[config.mk]
export PLATFORM = sky130hd
export DESIGN_NAME = pstp_queue
export DESIGN_NICKNAME = d
export VERILOG_FILES = /design/src/sv/pstp_pkg.sv /design/src/sv/pstp_queue.sv
export SDC_FILE = /design/constraint.sdc
export NUM_CORES = 1
export LEC_CHECK = 0
export CORE_MARGIN = 1
export CORE_UTILIZATION = 45
export DETAILED_ROUTE_END_ITERATION = 16
export DONT_BUFFER_PORTS = 1
export GPL_ROUTABILITY_DRIVEN = 0
export MAX_ROUTING_LAYER = met4
export PLACE_DENSITY_LB_ADDON = 0.2
export SLEW_MARGIN = 10
export SYNTH_ARGS = -nofsm -noshare
export SYNTH_HDL_FRONTEND = slang
export SYNTH_SLANG_ARGS = --single-unit
[constraint.sdc]
create_clock -name clk -period 3.55 [get_ports clk]
set_clock_uncertainty 0.2 [all_clocks]
set_input_delay 0.71 -clock clk [delete_from_list [all_inputs] [get_ports clk]]
set_output_delay 0.71 -clock clk [all_outputs]
set_load 0.005 [all_outputs]
[src/sv/pstp_pkg.sv]
`timescale 1ns / 1ps

package pstp_pkg;

  // Geometry and scan limits.
  localparam int IMAGE_SIZE    = 500;
  localparam int BEAM_COUNT    = 4096;
  localparam int CORDIC_STAGES = 16;

  // Field and port widths.
  localparam int RANGE_W  = 16;
  localparam int INDEX_W  = 12;
  localparam int ANGLE_W  = 16;
  localparam int SCALE_W  = 24;
  localparam int PIX_W    = 9;
  localparam int IN_DW    = 32;
  localparam int OUT_DW   = 24;
  localparam int CFG_AW   = 3;
  localparam int CFG_DW   = 24;
  localparam int RS_W     = RANGE_W + SCALE_W;

  // Datapath widths: CORDIC in Q2.30 with headroom, trig in Q.20.
  localparam int CW       = 34;
  localparam int TRIG_W   = 25;
  localparam int HALF_W   = RS_W / 2;
  localparam int PP_W     = HALF_W + 1 + TRIG_W;
  localparam int SUM_W    = 66;
  localparam int QUOT_W   = SUM_W - 36;
  localparam int COORD_W  = QUOT_W + 1;

  localparam logic signed [CW-1:0]    GAIN_Q30   = 34'sd652032874;
  localparam logic signed [CW-1:0]    ROUND_HALF = 34'sd512;
  localparam logic signed [SUM_W-1:0] TRUNC_BIAS = (66'sd1 <<< 36) - 66'sd1;

  // Queue between front and back.
  localparam int QUEUE_DEPTH = 4;
  localparam int QUEUE_AW    = $clog2(QUEUE_DEPTH);
  localparam int QUEUE_CW    = QUEUE_AW + 1;

  // Configuration register indexes.
  typedef enum logic [CFG_AW-1:0] {
    CFG_RANGE_MIN   = 3'd0,
    CFG_RANGE_MAX   = 3'd1,
    CFG_ANGLE_START = 3'd2,
    CFG_ANGLE_STEP  = 3'd3,
    CFG_PIXEL_SCALE = 3'd4
  } cfg_idx_t;

  // One classified item as it leaves the front.
  typedef struct packed {
    logic [RS_W-1:0]           rs;
    logic signed [ANGLE_W-1:0] angle;
    logic                      neg;
    logic                      gate;
    logic                      last;
  } work_t;

  // Side data that rides along the back pipeline.
  typedef struct packed {
    logic [RS_W-1:0] rs;
    logic            neg;
    logic            gate;
    logic            last;
  } meta_t;

  // Queue status seen by both sides.
  typedef struct packed {
    logic [QUEUE_CW-1:0] count;
    logic                full;
    logic                empty;
  } queue_stat_t;

  // Arctangent of 2^-i as a fraction of a turn scaled by 2^32.
  function automatic logic signed [CW-1:0] atan_entry(input int i);
    logic signed [CW-1:0] r;
    case (i)
      0:  r = 34'sh20000000;
      1:  r = 34'sh12E4051E;
      2:  r = 34'sh09FB385B;
      3:  r = 34'sh051111D4;
      4:  r = 34'sh028B0D43;
      5:  r = 34'sh0145D7E1;
      6:  r = 34'sh00A2F61E;
      7:  r = 34'sh00517C55;
      8:  r = 34'sh0028BE53;
      9:  r = 34'sh00145F2F;
      10: r = 34'sh000A2F98;
      11: r = 34'sh000517CC;
      12: r = 34'sh00028BE6;
      13: r = 34'sh000145F3;
      14: r = 34'sh0000A2F9;
      15: r = 34'sh0000517C;
      16: r = 34'sh000028BE;
      17: r = 34'sh0000145F;
      18: r = 34'sh00000A2F;
      19: r = 34'sh00000517;
      20: r = 34'sh0000028B;
      21: r = 34'sh00000145;
      22: r = 34'sh000000A2;
      23: r = 34'sh00000051;
      default: r = '0;
    endcase
    return r;
  endfunction

endpackage

[src/sv/pstp_queue.sv]
`timescale 1ns / 1ps

module pstp_queue import pstp_pkg::*; (
  input  logic        clk,
  input  logic        rst_n,
  input  logic        push,
  input  work_t       push_item,
  input  logic        pop,
  output work_t       head,
  output queue_stat_t stat
);

  work_t               mem_r [QUEUE_DEPTH];
  logic [QUEUE_AW-1:0] wr_ptr_r, rd_ptr_r;
  logic [QUEUE_CW-1:0] count_r, count_nxt;

  assign stat.count = count_r;
  assign stat.full  = (count_r == QUEUE_CW'(QUEUE_DEPTH));
  assign stat.empty = (count_r == '0);
  assign head       = mem_r[rd_ptr_r];

  // Occupancy tracks pushes and pops that may land in the same cycle.
  always_comb begin
    count_nxt = count_r;
    case ({push, pop})
      2'b10:   count_nxt = count_r + 1'b1;
      2'b01:   count_nxt = count_r - 1'b1;
      default: count_nxt = count_r;
    endcase
  end

  always_ff @(posedge clk) begin
    if (!rst_n) begin
      wr_ptr_r <= '0;
      rd_ptr_r <= '0;
      count_r  <= '0;
    end else begin
      if (push) begin
        wr_ptr_r <= wr_ptr_r + 1'b1;
      end
      if (pop) begin
        rd_ptr_r <= rd_ptr_r + 1'b1;
      end
      count_r <= count_nxt;
    end
  end

  always_ff @(posedge clk) begin
    if (push) begin
      mem_r[wr_ptr_r] <= push_item;
    end
  end

endmodule

==> flow_summary.ini <==
[yosys]
ys_seq_area_share_pct = 80.9
ys_ff_latch = 245
synthesis.area_um2 = 8980
yosysWarnings = 0
synth.mux.area_fraction_pct = 14.9
synthArstFlopShare_pct = 0
synth_top_family_by_area = multiplexers
synth_edf_count = 236
syn-instance-count = 355
synth-xor-area-share_pct = 0.488
synth_area_per_cell_um2 = 25.3
synth_ff_type = edfxtp_1
synth_compound_area_share_pct = 0.195
synth_nets = 424
synth_cell_types = 22
synth_fa_ha_area_share_pct = 0.920
yosys.area_share.simple_pct = 1.05

[global_routing]
grt_pass1_vias = 3872
track_usage_pct = 15.1
antenna_found_initial = 0
grt.overflow.total = 0
grt_max_degree = 60
grt_pass1_wl_mm = 22.0

[power]
p_leak_uw = 0.00310
clockPowerShare_pct = 40.3
powerDensity_nw_per_um2 = 626
p_comb_share_pct = 5.8
switching_share_pct = 20.1
share_seq_of_total_power_pct = 53.9
p_int_uw = 5030
peakVddDrop_mv = 0.440
p_switching_uw = 1260

[drt]
drc = 0
via_count = 3516
routed_wl_mm = 14.7
wire_per_inst_um = 22.5
via_per_inst = 5.39
ant_nets = 0
first_pass_iters = 4
drt_iter0_markers = 169

[sta]
slew_viol_final = 0
finalCriticalPeriod_ns = 2.99
tightest_slew_ns = 0.951
period_share_pct = 84.1
finalSetupViolCount = 0
rsz0062_at_grt = no
max_slew_margin_pct = 36.6
fin_ws_ns = 0.563
max_freq_ghz = 0.335
hold_viol = 0
finalSetupTns_ns = 0

[cts]
cts-resized-gates = 0
cts_setup_buffers = 0
cts_max_path_buffers = 3
root_buffer = clkbuf_16
cts_tree = built
numCtsBuffers = 24
clk_latency_ns = 0.50
cts.clk_slew.worst_paths_ns = 0.06
h-tree-depth = 1
cts_hold_buf = 0
clock_sinks = 245

[flow_run]
maxCapViolCount = 0

[finish]
instances_no_fill = 652
seq_area_um2 = 7270
multi_input_area_um2 = 1590
drive_gt1_share_pct = 26.4
area_delta_synth_final_pct = 12.0
fill_cells = 1552
diodes = 0
utilization_pct = 51.5
design_area_um2 = 10100
nets = 438

[outcome]
status = complete, no violations

[setup_path]
max_stage_delay_ns = 0.59
worstPathCellList = buf_4 -> mux4_2
cp-start-kind = register
critPathBufInv = 1
critPathTopFamily = multiplexers
cp-end-kind = output port
cp_max_fo = 18
crit_type = register to output port
cp_slowest_cell = mux4_2
critPathRequiredTime_ns = 2.64
worstPathArrival_ns = 2.08

[floorplanning]
die_w_um = 143
die_area_um2 = 20500
die_y_um = 143
initial_core_util_pct = 46.0
rows = 51
ios = 127
core_area_um2 = 19500

[placement]
dp_worst_setup_slack_ns = 1.00
portBuffers = 0
dpl.hpwl_mm = 7.90
placed_cell_area_um2 = 9240
dp.cells = 608

[min_path]
hp-class = primary input to register
-- worst register-to-register path, cell delays in order (launching register included) --
cell and delay (ns):
dfxtp_1 0.34, inv_1 0.09, ha_1 0.14, and2_4 0.73
-- synthesized netlist by cell type, drive strengths merged (2+ instances only) --
master | count | share of area (%)
inv | 6 | 0.25
xnor2 | 2 | 0.20
edfxtp | 236 | 79
clkbuf | 4 | 0.17
and2 | 10 | 0.70
ha | 5 | 0.70
buf | 10 | 1.1
mux4 | 59 | 15
o21ai | 2 | 0.11
dfxtp | 9 | 2.0
xor2 | 3 | 0.29
nand2 | 2 | 0.084
-- layout by cell type (no fill, tap or decap), types with 3 or more instances in the layout --
cell type    n
and2_1       6
and2_4       4
bufinv_16    3
clkbuf_1     4
clkbuf_16   24
clkbuf_8     3
clkinv_1     5
dfxtp_1      7
edfxtp_1   236
ha_1         5
inv_1        6
mux4_2      59
xor2_1       3
-- final cells by class --
| type | count | area share (%) |
|---|---|---|
| sequential | 245 | 72.4 |
| multi-input combinational | 90 | 15.8 |
| clock buffer | 31 | 6.54 |
| tap | 265 | 3.30 |
| clock inverter | 13 | 1.51 |
| timing repair buffer | 2 | 0.274 |
| inverter | 6 | 0.224 |
-- per-layer routing --
| layer | up-vias | part of all wire, % | GRT usage [%] |
|---|---|---|---|
| met1 | 1852 | 39 | 17.4 |
| li1 | 1522 | - | - |
| met4 | 0 | 2.6 | 4.42 |
| met3 | 24 | 7.9 | 4.73 |
| met2 | 118 | 51 | 25.5 |
| met5 | - | 0 | - |
-- path summary, 6_finish.rpt --
| path | startpoint | endpoint | slack [ns] | depth (start not counted) |
|---|---|---|---|---|
| worst min-delay path | push_item[52] | mem_r[0][52]$_DFFE_PP_ | 0.09 | 0 |
| worst max-delay path | register | head[19] | 0.56 | 2 |
| worst min register to register | wr_ptr_r[1]$_SDFFE_PN0P_ | wr_ptr_r[1]$_SDFFE_PN0P_ | 0.37 | 2 |
| worst max register to register | wr_ptr_r[0]$_SDFFE_PN0P_ | mem_r[0][16]$_DFFE_PP_ | 1.57 | 3 |
-- cells by family (layout without fill, tap and decap cells) --
| family | count (synthesis) | count (layout) |
|---|---|---|
| muxes | 60 | 60 |
| AOI/OAI and AO/OA | 3 | 3 |
| buffers and inverters | 20 | 52 |
| and+or+nand+nor | 16 | 16 |
| DFF | 245 | 245 |
| xor gates and xnor gates | 5 | 5 |
| adders and majority gates | 6 | 6 |
-- registers in the layout, summed over array words and instances (netlist names), named ones only --
register and cells:
rd_ptr_r 2, mem_r 236, wr_ptr_r 2, count_r 3
-- through the flow --
stage / hold slack [ns] / power, uW
6_report: 0.0875 / 6290
5_1_grt: 0.0643 / 6500
4_1_cts: 0.0646 / 6380
3_5_place_dp: 0.365 / 3840
3_3_place_gp: 0.325 / 3830
2_1_floorplan: 0.301 / 3740
-- power by group through the flow --
stage	Clock [uW]	Combinational, uW	Sequential [uW]
floorplan	0	334	3410
global placement	0	377	3450
detailed placement	0	382	3460
CTS	2600	383	3400
global route	2700	401	3410
finish	2540	367	3390
Power figures use the tool's default switching activity.
