==> config.mk <==
export PLATFORM = sky130hd
export DESIGN_NAME = pstp_front
export DESIGN_NICKNAME = d
export VERILOG_FILES = /design/src/sv/pstp_pkg.sv /design/src/sv/pstp_front.sv
export SDC_FILE = /design/constraint.sdc
export NUM_CORES = 1
export LEC_CHECK = 0
export BUFFER_PORTS_ARGS = -buffer_cell sky130_fd_sc_hd__buf_2
export CAP_MARGIN = 0
export CORE_ASPECT_RATIO = 0.5
export CORE_MARGIN = 2
export CORE_UTILIZATION = 25
export DETAILED_ROUTE_END_ITERATION = 12
export MAX_ROUTING_LAYER = met4
export PLACE_DENSITY = 0.5
export SETUP_SLACK_MARGIN = 0.02
export SLEW_MARGIN = 15
export SYNTH_ARGS = -nofsm -noshare
export SYNTH_HDL_FRONTEND = slang
export SYNTH_SLANG_ARGS = --single-unit
==> constraint.sdc <==
create_clock -name clk -period 9.5 [get_ports clk]
set_input_delay 1.425 -clock clk [delete_from_list [all_inputs] [get_ports clk]]
set_output_delay 1.425 -clock clk [all_outputs]
set_load 0.02 [all_outputs]
==> src/sv/pstp_pkg.sv <==
`timescale 1ns / 1ps

package pstp_pkg;

  // Geometry and scan limits.
  localparam int IMAGE_SIZE    = 500;
  localparam int BEAM_COUNT    = 4096;
  localparam int CORDIC_STAGES = 16;

  // Field and port widths.
  localparam int RANGE_W  = 16;
  localparam int INDEX_W  = 12;
  localparam int ANGLE_W  = 16;
  localparam int SCALE_W  = 24;
  localparam int PIX_W    = 9;
  localparam int IN_DW    = 32;
  localparam int OUT_DW   = 24;
  localparam int CFG_AW   = 3;
  localparam int CFG_DW   = 24;
  localparam int RS_W     = RANGE_W + SCALE_W;

  // Datapath widths: CORDIC in Q2.30 with headroom, trig in Q.20.
  localparam int CW       = 34;
  localparam int TRIG_W   = 25;
  localparam int HALF_W   = RS_W / 2;
  localparam int PP_W     = HALF_W + 1 + TRIG_W;
  localparam int SUM_W    = 66;
  localparam int QUOT_W   = SUM_W - 36;
  localparam int COORD_W  = QUOT_W + 1;

  localparam logic signed [CW-1:0]    GAIN_Q30   = 34'sd652032874;
  localparam logic signed [CW-1:0]    ROUND_HALF = 34'sd512;
  localparam logic signed [SUM_W-1:0] TRUNC_BIAS = (66'sd1 <<< 36) - 66'sd1;

  // Queue between front and back.
  localparam int QUEUE_DEPTH = 4;
  localparam int QUEUE_AW    = $clog2(QUEUE_DEPTH);
  localparam int QUEUE_CW    = QUEUE_AW + 1;

  // Configuration register indexes.
  typedef enum logic [CFG_AW-1:0] {
    CFG_RANGE_MIN   = 3'd0,
    CFG_RANGE_MAX   = 3'd1,
    CFG_ANGLE_START = 3'd2,
    CFG_ANGLE_STEP  = 3'd3,
    CFG_PIXEL_SCALE = 3'd4
  } cfg_idx_t;

  // One classified item as it leaves the front.
  typedef struct packed {
    logic [RS_W-1:0]           rs;
    logic signed [ANGLE_W-1:0] angle;
    logic                      neg;
    logic                      gate;
    logic                      last;
  } work_t;

  // Side data that rides along the back pipeline.
  typedef struct packed {
    logic [RS_W-1:0] rs;
    logic            neg;
    logic            gate;
    logic            last;
  } meta_t;

  // Queue status seen by both sides.
  typedef struct packed {
    logic [QUEUE_CW-1:0] count;
    logic                full;
    logic                empty;
  } queue_stat_t;

  // Arctangent of 2^-i as a fraction of a turn scaled by 2^32.
  function automatic logic signed [CW-1:0] atan_entry(input int i);
    logic signed [CW-1:0] r;
    case (i)
      0:  r = 34'sh20000000;
      1:  r = 34'sh12E4051E;
      2:  r = 34'sh09FB385B;
      3:  r = 34'sh051111D4;
      4:  r = 34'sh028B0D43;
      5:  r = 34'sh0145D7E1;
      6:  r = 34'sh00A2F61E;
      7:  r = 34'sh00517C55;
      8:  r = 34'sh0028BE53;
      9:  r = 34'sh00145F2F;
      10: r = 34'sh000A2F98;
      11: r = 34'sh000517CC;
      12: r = 34'sh00028BE6;
      13: r = 34'sh000145F3;
      14: r = 34'sh0000A2F9;
      15: r = 34'sh0000517C;
      16: r = 34'sh000028BE;
      17: r = 34'sh0000145F;
      18: r = 34'sh00000A2F;
      19: r = 34'sh00000517;
      20: r = 34'sh0000028B;
      21: r = 34'sh00000145;
      22: r = 34'sh000000A2;
      23: r = 34'sh00000051;
      default: r = '0;
    endcase
    return r;
  endfunction

endpackage

==> src/sv/pstp_front.sv <==
`timescale 1ns / 1ps

module pstp_front import pstp_pkg::*; (
  input  logic              clk,
  input  logic              rst_n,
  // Configuration writes
  input  logic              cfg_we,
  input  logic [CFG_AW-1:0] cfg_addr,
  input  logic [CFG_DW-1:0] cfg_wdata,
  // Sample stream
  input  logic              in_tvalid,
  output logic              in_tready,
  input  logic [IN_DW-1:0]  in_tdata,  // range_mm[15:0], beam_index[27:16], zero pad
  input  logic              in_tlast,
  // Queue side
  input  queue_stat_t       q_stat,
  output logic              push,
  output work_t             push_item
);

  logic [RANGE_W-1:0] range_min_r, range_max_r;
  logic [ANGLE_W-1:0] angle_start_r, angle_step_r;
  logic [SCALE_W-1:0] pixel_scale_r;

  logic               s1_v_r, s1_v_nxt;
  logic [RS_W-1:0]    rs_r;
  logic [ANGLE_W-1:0] prod_r;
  logic               gate_r, last_r;

  logic [RANGE_W-1:0] in_range;
  logic [INDEX_W-1:0] in_index;
  logic               accept;
  logic [ANGLE_W-1:0] theta;
  logic signed [ANGLE_W-1:0] theta_s;
  logic               fold;

  assign in_range = in_tdata[RANGE_W-1:0];
  assign in_index = in_tdata[RANGE_W +: INDEX_W];

  // Configuration registers; unknown indexes are dropped.
  always_ff @(posedge clk) begin
    if (!rst_n) begin
      range_min_r   <= '0;
      range_max_r   <= 16'hFFFF;
      angle_start_r <= '0;
      angle_step_r  <= '0;
      pixel_scale_r <= 24'd1365;
    end else if (cfg_we) begin
      unique case (cfg_idx_t'(cfg_addr))
        CFG_RANGE_MIN:   range_min_r   <= cfg_wdata[RANGE_W-1:0];
        CFG_RANGE_MAX:   range_max_r   <= cfg_wdata[RANGE_W-1:0];
        CFG_ANGLE_START: angle_start_r <= cfg_wdata[ANGLE_W-1:0];
        CFG_ANGLE_STEP:  angle_step_r  <= cfg_wdata[ANGLE_W-1:0];
        CFG_PIXEL_SCALE: pixel_scale_r <= cfg_wdata[SCALE_W-1:0];
        default: ;
      endcase
    end
  end

  // The input stage frees up whenever its item moves into the queue.
  assign push      = s1_v_r && !q_stat.full;
  assign in_tready = !s1_v_r || push;
  assign accept    = in_tvalid && in_tready;

  always_comb begin
    s1_v_nxt = s1_v_r;
    if (accept) begin
      s1_v_nxt = 1'b1;
    end else if (push) begin
      s1_v_nxt = 1'b0;
    end
  end

  always_ff @(posedge clk) begin
    if (!rst_n) begin
      s1_v_r <= 1'b0;
    end else begin
      s1_v_r <= s1_v_nxt;
    end
  end

  // Range gate, range times scale, and the low bits of index times step.
  always_ff @(posedge clk) begin
    if (accept) begin
      rs_r   <= {{SCALE_W{1'b0}}, in_range} * {{RANGE_W{1'b0}}, pixel_scale_r};
      prod_r <= ANGLE_W'({{ANGLE_W{1'b0}}, in_index} * {{INDEX_W{1'b0}}, angle_step_r});
      gate_r <= (in_range > range_min_r) && (in_range < range_max_r) &&
                (32'(in_index) < BEAM_COUNT);
      last_r <= in_tlast;
    end
  end

  // Beam angle wraps mod a full turn, then folds into the right half plane.
  // Removing a half turn only flips the sign bit of a binary angle.
  assign theta   = angle_start_r + prod_r;
  assign theta_s = signed'(theta);
  assign fold    = (theta_s > 16'sd16384) || (theta_s < -16'sd16384);

  always_comb begin
    push_item.rs    = rs_r;
    push_item.angle = fold ? signed'({~theta[ANGLE_W-1], theta[ANGLE_W-2:0]}) : theta_s;
    push_item.neg   = fold;
    push_item.gate  = gate_r;
    push_item.last  = last_r;
  end

endmodule

==> run_results.csv, run 1 <==
group,metric,value,unit
layout,instances_no_fill,3727,
yosys,main_flop_type_after_synthesis,"sky130_fd_sc_hd__dfxtp_1",
clock_network,cts-buffers-inserted,17,
yosys,post_synth_instance_area,0.0221,mm2
critical_path,critical_path_cell_count,22,
clock_network,clock_tree_root,"sky130_fd_sc_hd__clkbuf_16",
die,fp.dieArea,0.0910,mm2
critical_path,cp-start-kind,"input port",
critical_path,critPathSlowestCell,"sky130_fd_sc_hd__fa_1",
clock_network,cts_htree_levels,4,
yosys,synth.lib_cells_used.distinct,55,
timing,tns_setup,0,ns
route,viasPerCell,4.33,
global_route,grt-ovfl-total,0,
power,static-leakage-power,11.1,nW
clock_network,insertion_delay,0.48,ns
clock_network,cts_tree,"done",
die,core_area,0.0880,mm2
yosys,netlist_instances,2480,
yosys,synth_edf_count,58,
layout,nets,3174,
timing,max_slew.worst_pin.slew,1.01,ns
global_route,via_count_of_the_first_global_routing_pass,16728,
place,dp_hpwl,44600,um
global_route,antenna_found_initial,1,
clock_network,max-clock-path-buffers,2,
timing,finalCriticalPeriod,7.99,ns
critical_path,end_kind,"flip-flop",
global_route,grt_start_max_net_pins,90,
yosys,most_frequent_cells_after_synthesis,"sky130_fd_sc_hd__nand2_1 (502), sky130_fd_sc_hd__inv_1 (487), sky130_fd_sc_hd__fa_1 (386), sky130_fd_sc_hd__and2_1 (208), sky130_fd_sc_hd__ha_1 (191)",
clock_network,cts.repair.resized,0,
route,drt-initial-drc-count,912,
yosys,synth_area_per_cell,8.91,um2
layout,areaGrowthSynthToFinish,10.6,%
yosys,dominant_cell_by_count_in_the_synthesized_netlist,"sky130_fd_sc_hd__nand2_1",
die,pin_count,130,
yosys,ys_seq_elements,147,
critical_path,critPathTopFamily,"adder cells",
yosys,synth.yosys.seq_area_share,15.9,%
critical_path,worstPathArrival,8.22,ns
yosys,postSynthNetCount,3126,
die,initial_core_util,25.1,%
yosys,largest_area_contributor_in_the_synthesized_netlist,"sky130_fd_sc_hd__fa_1",
global_route,gr_util_all_layers,13.6,%
critical_path,path_cells,"buf_2 -> nand2_1 -> fa_1 -> inv_1 -> fa_1 -> inv_1 -> fa_1 -> inv_1 -> fa_1 -> fa_1 -> inv_1 -> fa_1 -> inv_1 -> ha_1 -> nand3_1 -> or2_1 -> or4b_1 -> a21oi_1 -> a21boi_1 -> o21ai_2 -> and4_1 -> nor3_1",
route,postRouteWirelength,58300,um
die,die_width,425,um
clock_network,clock_sinks,147,
critical_path,path_class,"in -> reg",
route,drtAntennaViolNets,0,
route,vias,16120,
layout,fillers,9430,
critical_path,worst_r2r_path_depth,21,
die,rows,77,
run,max_capacitance_violation_count,0,
die,fp.dieH,214,um
timing,report.final.slew_viol_count,0,
yosys,synthTopCellsByArea,"sky130_fd_sc_hd__fa_1 (35%), sky130_fd_sc_hd__ha_1 (11%), sky130_fd_sc_hd__nand2_1 (8.5%), sky130_fd_sc_hd__inv_1 (8.3%), sky130_fd_sc_hd__dfxtp_1 (8.1%)",
critical_path,cp_data_required_time,9.73,ns
place,port-buffer-count,121,
yosys,yosysWarnings,0,
timing,fmax,0.125,GHz
critical_path,critical_path.n_buffers_inverters,6,
critical_path,worst-r2r-setup-slack,2.13,ns
critical_path,critical_path.most_common_cell,"sky130_fd_sc_hd__fa_1",
hold_path,worst_hold_path_cells,2,
power,vdd.ir_drop.worst,149,uV
timing,finalHoldViolCount,0,
clock_network,setup_buffers_after_cts,0,
timing,count_of_endpoints_failing_setup_in_the_final_report,0,
timing,timing.max_slew.rel_slack,32.6,%
yosys,share_of_the_synthesized_area_in_the_top_cell_type,35.0,%
yosys,async_flop_share,0,%
hold_path,class_of_the_tightest_hold_or_removal_check,"reg -> reg",
global_route,wire_length_of_the_first_global_routing_pass,93800,um
clock_network,cts_hold_buffers,0,
outcome,status,"finished, final reports clean",
route,drt-wirelength-per-cell,15.6,um
power,power.density,162,mW/mm2
route,remaining_drc_errors,0,
timing,min_period_over_period,84.1,%
layout,layout-drive-gt1-share,6.97,%
place,placedCellCount,3694,
place,gp_weighted_congestion,0.827,
critical_path,worstPathMaxFanout,26,
route,drt-pass1-iter-count,5,
timing,grt_setup_unrepaired,"no",
clock_network,cts.reportedPaths.clkPinSlew,0.07,ns
timing,fin_skew,0.0174,ns
critical_path,slowest_delay,0.58,ns
sequential cells by signal (all words and copies together), names as in the netlist:
register and cells:
angle_start_r 16, prod_r 16, gate_r 1, s1_v_r 1, range_min_r 16, range_max_r 16
pixel_scale_r 24, rs_r 40, angle_step_r 16, last_r 1
cells by family (layout without fill, tap and decap cells):
family                   count (synthesis)  in the layout  synth area share [%]
AO/OA/AOI/OAI                          249            249                  7.51
XOR/XNOR                                80             80                  3.17
adder cells (fa/ha/maj)                577            577                  45.8
buffers and inverters                  596            657                  10.2
flip-flops                             147            147                  15.9
multiplexers                             3              3                 0.158
other                                    0              1                     0
AND/OR/NAND/NOR                        828            828                  17.3
cell type report:
cell class	instances	area, um2	share of cell area (%)
Multi-Input combinational cell	1737	16300	66.8
Sequential cell	147	3520	14.4
Inverter	487	1830	7.48
Tap cell	1185	1480	6.06
Timing Repair Buffer	138	733	3.00
Clock buffer	18	429	1.75
Clock inverter	14	114	0.466
Antenna cell	1	2.50	0.0102
placed cells by master (no fill, tap or decap), drive strengths merged, types with 20 or more instances in the layout:
cell | Yosys | layout
fa | 386 | 386
xor2 | 20 | 20
nand3 | 26 | 26
o211ai | 25 | 25
edfxtp | 58 | 58
buf | 4 | 138
xnor2 | 60 | 60
ha | 191 | 191
o21ai | 36 | 36
a21boi | 69 | 69
a21oi | 54 | 54
nor2 | 39 | 39
and2 | 208 | 208
dfxtp | 89 | 89
nand2 | 502 | 502
inv | 487 | 497
layer usage:
layer	GRT usage (%)	wire [um]	part of all wire [%]
met5	-	0	0
met4	3.99	1310	2.3
met3	1.70	1870	3.2
met2	22.1	28200	48
met1	17.6	26900	46
per-stage QoR:
| step | worst slack [ns] | hold WS (ns) | power (mW) | util (%) | cell area [um2] |
|---|---|---|---|---|---|
| 2_1_floorplan | 2.33 | 0.443 | 2.68 | - | 22100 |
| 3_3_place_gp | 0.908 | 0.453 | 3.30 | 27.2 | 23900 |
| 3_5_place_dp | 0.851 | 0.459 | 3.33 | 27.2 | 23900 |
| 4_1_cts | 1.37 | 0.468 | 4.03 | 27.8 | 24400 |
| 5_1_grt | 1.14 | 0.483 | 4.39 | 27.8 | 24500 |
| 6_report | 1.51 | 0.464 | 3.96 | 27.8 | 24500 |
power by group:
group | leakage, nW | switching, mW | internal (mW) | total [mW]
Clock | 0.270 | 0.338 | 0.342 | 0.680
Sequential | 1.30 | 0.0423 | 0.836 | 0.878
Combinational | 9.57 | 1.44 | 0.954 | 2.40
tightest hold or removal path, stage by stage (launching register included):
cell and delay, ns:
sky130_fd_sc_hd__dfxtp_1 0.31, sky130_fd_sc_hd__nand2_1 0.05, sky130_fd_sc_hd__a21boi_0 0.06
path summary, 6_finish.rpt:
| path | from | endpoint |
|---|---|---|
| max reg2reg | pixel_scale_r[14] | rs_r[39] |
| min reg2reg | range_min_r[15] | range_min_r[15] |
| max | in_tdata[7] | rs_r[39] |
| min | range_min_r[15] | range_min_r[15] |
(Power assumes the default switching activity.)
==> inputs of run 2 (changes only) <==
Settings changed: PLACE_DENSITY 0.5 to 0.51.
Clock period 9.5 ns to 7.2 ns, I/O delays scaled along.
==> run 2 against run 1 <==
Register-to-register slack worse by 1.6 ns. Final cell count up 3.2%. Clock power up 44%. Sequential share of layout area down 0.58 points. Count of clock-buffer cells in the layout unchanged. Critical path type unchanged. Highest routed layer unchanged.
==> run_results.csv, run 2 (synthesis results as in run 1) <==
group,metric,value,unit
hold_path,worst_hold_path_cells,2,
timing,timing.max_slew.rel_slack,28.3,%
route,drt-wirelength-per-cell,14.8,um
power,share_clk_of_total_power,16.8,%
layout,largest_register_ff_count,40,
layout,final_common_cell,"sky130_fd_sc_hd__nand2_1",
critical_path,worstPathArrival,7.09,ns
power,comb_power_share,63.4,%
route,drt-pass1-iter-count,5,
route,viasPerCell,4.26,
global_route,antenna_found_initial,4,
timing,fin_skew,0.0130,ns
timing,report.final.slew_viol_count,0,
place,dp_hpwl,47400,um
timing,tns_setup,0,ns
global_route,wire_length_of_the_first_global_routing_pass,92300,um
route,remaining_drc_errors,0,
layout,layout-drive-gt1-share,11.2,%
clock_network,cts_htree_levels,4,
layout,layout.cell_area.non_filler,0.0255,mm2
die,fp.dieArea,0.0910,mm2
die,core_area,0.0880,mm2
clock_network,cts_tree,"done",
timing,finalCriticalPeriod,6.87,ns
die,die_width,425,um
global_route,grt_start_max_net_pins,90,
place,gp_weighted_congestion,0.855,
timing,max_slew.worst_pin.slew,1.07,ns
global_route,grt-ovfl-total,0,
timing,grt_setup_unrepaired,"no",
timing,count_of_endpoints_failing_setup_in_the_final_report,0,
layout,areaGrowthSynthToFinish,15.2,%
power,pwr-share-seq,19.8,%
critical_path,end_kind,"flip-flop",
timing,fmax,0.146,GHz
critical_path,critPathCapture,"rs_r[38]",
power,vdd.ir_drop.worst,208,uV
die,pin_count,130,
global_route,via_count_of_the_first_global_routing_pass,17123,
die,initial_core_util,25.1,%
critical_path,worstPathMaxFanout,13,
layout,max_flop_register,"rs_r",
critical_path,cp-start-kind,"input port",
layout,instances_no_fill,3848,
route,drtAntennaViolNets,0,
outcome,status,"finished, final reports clean",
clock_network,cts_hold_buffers,0,
clock_network,clock_tree_root,"sky130_fd_sc_hd__clkbuf_16",
power,total_switching_power,2.46,mW
run,max_capacitance_violation_count,0,
hold_path,class_of_the_tightest_hold_or_removal_check,"reg -> reg",
place,postPlaceCellArea,0.0248,mm2
power,power.internal,3.36,mW
route,vias,16382,
clock_network,clock_sinks,147,
critical_path,cp_data_required_time,7.42,ns
critical_path,worst_r2r_path_depth,26,
critical_path,reg2reg_from,"pixel_scale_r[9]",
power,design_power_total,5.82,mW
place,placedCellCount,3813,
critical_path,crit_path_start,"in_tdata[2]",
layout,final_cell_mix,"sky130_fd_sc_hd__nand2_1 (502), sky130_fd_sc_hd__inv_1 (487), sky130_fd_sc_hd__fa_1 (386)",
die,rows,77,
critical_path,worst-r2r-setup-slack,0.51,ns
power,power.density,228,mW/mm2
power,power.switching_fraction,42.2,%
timing,min_period_over_period,95.4,%
die,fp.dieH,214,um
clock_network,max-clock-path-buffers,2,
clock_network,insertion_delay,0.48,ns
timing,finalHoldViolCount,0,
global_route,gr_util_all_layers,13.3,%
layout,nets,3293,
route,drt-initial-drc-count,831,
critical_path,path_class,"in -> reg",
route,postRouteWirelength,57100,um
power,static-leakage-power,11.8,nW
clock_network,cts-buffers-inserted,17,
place,port-buffer-count,121,
layout,layout_top_registers,"rs_r x40, pixel_scale_r x24",
critical_path,worstReg2RegEnd,"rs_r[38]",
clock_network,cts.reportedPaths.clkPinSlew,0.07,ns
[run 2: cell types whose count changed in the layout (fill, tap and decap cells not counted), sizes merged]
cell | before | now
buf | 138 | 257
bufinv | 0 | 2
clkinvlp | 1 | 0
diode | 1 | 3
inv | 497 | 496
[run 2: worst min-delay path by stage]
stage                           to            from
CTS                 range_min_r[5]  range_min_r[5]
floorplan           range_max_r[0]  range_max_r[0]
finish              range_min_r[3]  range_min_r[3]
global route        range_min_r[3]  range_min_r[3]
detailed placement  range_min_r[5]  range_min_r[5]
global placement    range_min_r[9]  range_min_r[9]
[run 2: worst max-delay path, stage by stage]
cell and delay, ns:
sky130_fd_sc_hd__buf_2 0.16, sky130_fd_sc_hd__buf_4 0.24, sky130_fd_sc_hd__nand2_1 0.10, sky130_fd_sc_hd__fa_1 0.50
sky130_fd_sc_hd__fa_1 0.51, sky130_fd_sc_hd__fa_1 0.54, sky130_fd_sc_hd__inv_1 0.06, sky130_fd_sc_hd__fa_1 0.48
sky130_fd_sc_hd__fa_1 0.48, sky130_fd_sc_hd__inv_1 0.05, sky130_fd_sc_hd__fa_1 0.47, sky130_fd_sc_hd__inv_1 0.04
sky130_fd_sc_hd__ha_1 0.34, sky130_fd_sc_hd__buf_4 0.14, sky130_fd_sc_hd__and4_1 0.17, sky130_fd_sc_hd__o21a_1 0.17
sky130_fd_sc_hd__nand3_1 0.22, sky130_fd_sc_hd__a311oi_1 0.40, sky130_fd_sc_hd__buf_4 0.22, sky130_fd_sc_hd__nor2_1 0.07
sky130_fd_sc_hd__nor3b_2 0.25, sky130_fd_sc_hd__buf_4 0.16, sky130_fd_sc_hd__o41ai_1 0.08, sky130_fd_sc_hd__xnor2_1 0.13
[run 2: layer usage]
| layer | up-vias | GRT usage [%] | part of all wire, % |
|---|---|---|---|
| met5 | - | - | 0 |
| met2 | 245 | 22.5 | 49 |
| met3 | 58 | 1.65 | 3.1 |
| met4 | 0 | 4.07 | 2.4 |
| li1 | 7881 | - | - |
| met1 | 8198 | 16.5 | 45 |
[run 2: power groups by stage]
stage | combinational (mW) | sequential, mW | clock [mW]
6_report | 3.69 | 1.15 | 0.977
5_1_grt | 4.23 | 1.16 | 1.04
4_1_cts | 3.77 | 1.16 | 1.01
3_5_place_dp | 3.75 | 1.17 | 0
3_3_place_gp | 3.73 | 1.17 | 0
2_1_floorplan | 2.28 | 1.25 | 0
[run 2: layout make-up]
class / count / area, um2
Tap cell: 1185 / 1480
Multi-Input combinational cell: 1737 / 16300
Clock buffer: 18 / 439
Fill cell: 9315 / 62500
Timing Repair Buffer: 257 / 1660
Inverter: 487 / 1830
Antenna cell: 3 / 7.51
Clock inverter: 14 / 185
Sequential cell: 147 / 3520
[run 2: metrics by stage]
| stage | hold WS [ns] | utilization [%] | setup WS, ns |
|---|---|---|---|
| finish | 0.467 | 29.0 | 0.330 |
| global route | 0.492 | 29.0 | 0.0306 |
| CTS | 0.470 | 28.9 | 0.206 |
| detailed placement | 0.460 | 28.2 | -0.300 |
| global placement | 0.454 | 28.2 | -0.327 |
| floorplan | 0.443 | - | 0.376 |
[run 2: repair_timing]
action	4_1_cts	5_1_grt
resized for setup	0	2
buffers inserted	0	0
setup endpoints to repair	0	3
==> inputs of run 3 (changes only) <==
Settings changed: CORE_UTILIZATION 25 to 40, PLACE_DENSITY 0.51 to 0.68.
==> run 3 against run 2 <==
Critical path depth down 1. Maximum frequency shrank 0.25%. First-iteration DRC count rose by 13%. Register-to-register slack lost 0.13 ns. Non-clock buffer count down 25. Critical endpoint is now rs_r[37]. Power decreased by 2.0%. Cell area decreased by 3.1%. Critical path type unchanged. Largest cell class unchanged. Largest power group unchanged. Count of clock-buffer cells in the layout is the same. Highest routed layer unchanged.
==> run_results.csv, run 3 (synthesis results as in run 1) <==
group,metric,value,unit
die,fp.dieArea,0.0573,mm2
clock_network,clock_sinks,147,
place,gp_weighted_congestion,0.942,
clock_network,insertion_delay,0.46,ns
critical_path,path_class,"in -> reg",
power,total_switching_power,2.43,mW
layout,areaGrowthSynthToFinish,11.7,%
hold_path,worst_hold_path_cells,2,
timing,finalHoldViolCount,0,
timing,fmax,0.145,GHz
power,power.switching_fraction,42.7,%
power,comb_power_share,63.5,%
timing,fin_skew,0.0223,ns
place,pre_cts_setup_slack,-0.371,ns
die,initial_core_util,40.8,%
die,die_width,336,um
clock_network,setup_buffers_after_cts,0,
route,drtAntennaViolNets,0,
route,remaining_drc_errors,0,
layout,layout-drive-gt1-share,10.4,%
timing,count_of_endpoints_failing_setup_in_the_final_report,0,
outcome,status,"finished, final reports clean",
run,max_capacitance_violation_count,0,
critical_path,end_kind,"flip-flop",
layout,layout.cell_area.non_filler,0.0247,mm2
timing,finalCriticalPeriod,6.89,ns
die,fp.dieH,170,um
layout,largest_register_ff_count,40,
place,port-buffer-count,121,
global_route,antenna_found_initial,3,
timing,max_slew.worst_pin.slew,1.10,ns
route,drt-wirelength-per-cell,16.0,um
critical_path,cp-start-kind,"input port",
layout,final_cell_mix,"sky130_fd_sc_hd__nand2_1 (502), sky130_fd_sc_hd__inv_1 (487), sky130_fd_sc_hd__fa_1 (386)",
power,power.internal,3.27,mW
critical_path,worstPathMaxFanout,11,
timing,layout_setup_ws,0.313,ns
layout,layout_top_registers,"rs_r x40, pixel_scale_r x24",
route,postRouteWirelength,54000,um
critical_path,worstPathArrival,7.09,ns
place,dp_hpwl,43900,um
power,vdd.ir_drop.worst,188,uV
global_route,gr_util_all_layers,20.2,%
clock_network,cts_tree,"done",
power,power.density,231,mW/mm2
die,pin_count,130,
critical_path,worst_r2r_path_depth,22,
layout,fillers,5240,
timing,grt_setup_unrepaired,"no",
power,share_clk_of_total_power,16.5,%
global_route,grt-ovfl-total,0,
timing,report.final.slew_viol_count,0,
clock_network,cts.reportedPaths.clkPinSlew,0.07,ns
power,static-leakage-power,11.6,nW
layout,max_flop_register,"rs_r",
route,viasPerCell,4.93,
critical_path,cp_data_required_time,7.41,ns
route,drt-initial-drc-count,941,
route,drt-pass1-iter-count,6,
die,core_area,0.0542,mm2
global_route,wire_length_of_the_first_global_routing_pass,89100,um
power,pwr-share-seq,20.0,%
global_route,grt_start_max_net_pins,90,
clock_network,cts_hold_buffers,0,
clock_network,cts-buffers-inserted,17,
clock_network,cts.repair.resized,0,
place,postPlaceCellArea,0.0241,mm2
clock_network,cts_htree_levels,4,
clock_network,clock_tree_root,"sky130_fd_sc_hd__clkbuf_16",
route,vias,16683,
clock_network,max-clock-path-buffers,2,
hold_path,class_of_the_tightest_hold_or_removal_check,"reg -> reg",
global_route,via_count_of_the_first_global_routing_pass,17534,
power,design_power_total,5.70,mW
layout,nets,3268,
timing,final.hold.worst_slack,0.469,ns
timing,tns_setup,0,ns
timing,min_period_over_period,95.7,%
layout,final_common_cell,"sky130_fd_sc_hd__nand2_1",
die,rows,60,
timing,timing.max_slew.rel_slack,26.1,%
run 3: cell count changes in the layout (fill, tap and decap cells not counted), sizes merged:
cell,previous run,this run
buf,257,232
clkinv,3,6
diode,3,4
inv,496,493
run 3: final timing paths:
check / slack, ns / end / start
setup / recovery: 0.31 / rs_r[37] / in_tdata[4]
hold / removal: 0.47 / range_min_r[12] / range_min_r[12]
setup reg to reg: 0.38 / rs_r[37] / pixel_scale_r[8]
hold reg to reg: 0.47 / range_min_r[12] / range_min_r[12]
run 3: final cells by class:
| class | instances | area (um2) | area share (%) |
|---|---|---|---|
| clock inverter | 14 | 171 | 0.694 |
| tap | 744 | 931 | 3.77 |
| clock buffer | 18 | 429 | 1.74 |
| antenna | 4 | 10.0 | 0.0405 |
| inverter | 487 | 1830 | 7.40 |
| multi-input combinational | 1737 | 16300 | 66.2 |
| sequential | 147 | 3520 | 14.3 |
| timing repair buffer | 232 | 1450 | 5.88 |
run 3: per-stage QoR:
stage	cells	util, %
finish	3383	45.6
detailed placement	3347	44.4
CTS	3379	45.5
floorplan	2480	-
global route	3382	45.6
global placement	3347	44.4
run 3: critical path, cell delays in order:
cell,delay [ns]
sky130_fd_sc_hd__buf_2,0.24
sky130_fd_sc_hd__nand2_1,0.13
sky130_fd_sc_hd__fa_1,0.58
sky130_fd_sc_hd__inv_1,0.05
sky130_fd_sc_hd__fa_1,0.48
sky130_fd_sc_hd__inv_1,0.05
sky130_fd_sc_hd__fa_1,0.50
sky130_fd_sc_hd__inv_1,0.06
sky130_fd_sc_hd__fa_1,0.49
sky130_fd_sc_hd__fa_1,0.49
sky130_fd_sc_hd__inv_1,0.05
sky130_fd_sc_hd__fa_1,0.47
sky130_fd_sc_hd__inv_1,0.04
sky130_fd_sc_hd__ha_1,0.31
sky130_fd_sc_hd__nand3_1,0.10
sky130_fd_sc_hd__or2_1,0.27
sky130_fd_sc_hd__or4b_1,0.57
sky130_fd_sc_hd__a21oi_2,0.31
sky130_fd_sc_hd__a21boi_2,0.19
sky130_fd_sc_hd__o21ai_2,0.22
sky130_fd_sc_hd__buf_4,0.15
sky130_fd_sc_hd__a31oi_1,0.09
sky130_fd_sc_hd__xnor2_1,0.14
run 3: layer usage:
metal  wire (um)  part of all wire (%)  GRT usage (%)
met1       23500                    43           25.6
met2       26700                    49           34.1
met3        2810                   5.2           2.91
met4        1050                   1.9           5.34
met5           0                     0              -
run 3: power groups by stage:
stage / Sequential, mW / Combinational [mW] / Clock [mW]
global placement: 1.16 / 3.54 / 0
finish: 1.14 / 3.62 / 0.943
global route: 1.15 / 4.14 / 0.980
CTS: 1.14 / 3.65 / 0.955
floorplan: 1.25 / 2.28 / 0
detailed placement: 1.16 / 3.63 / 0
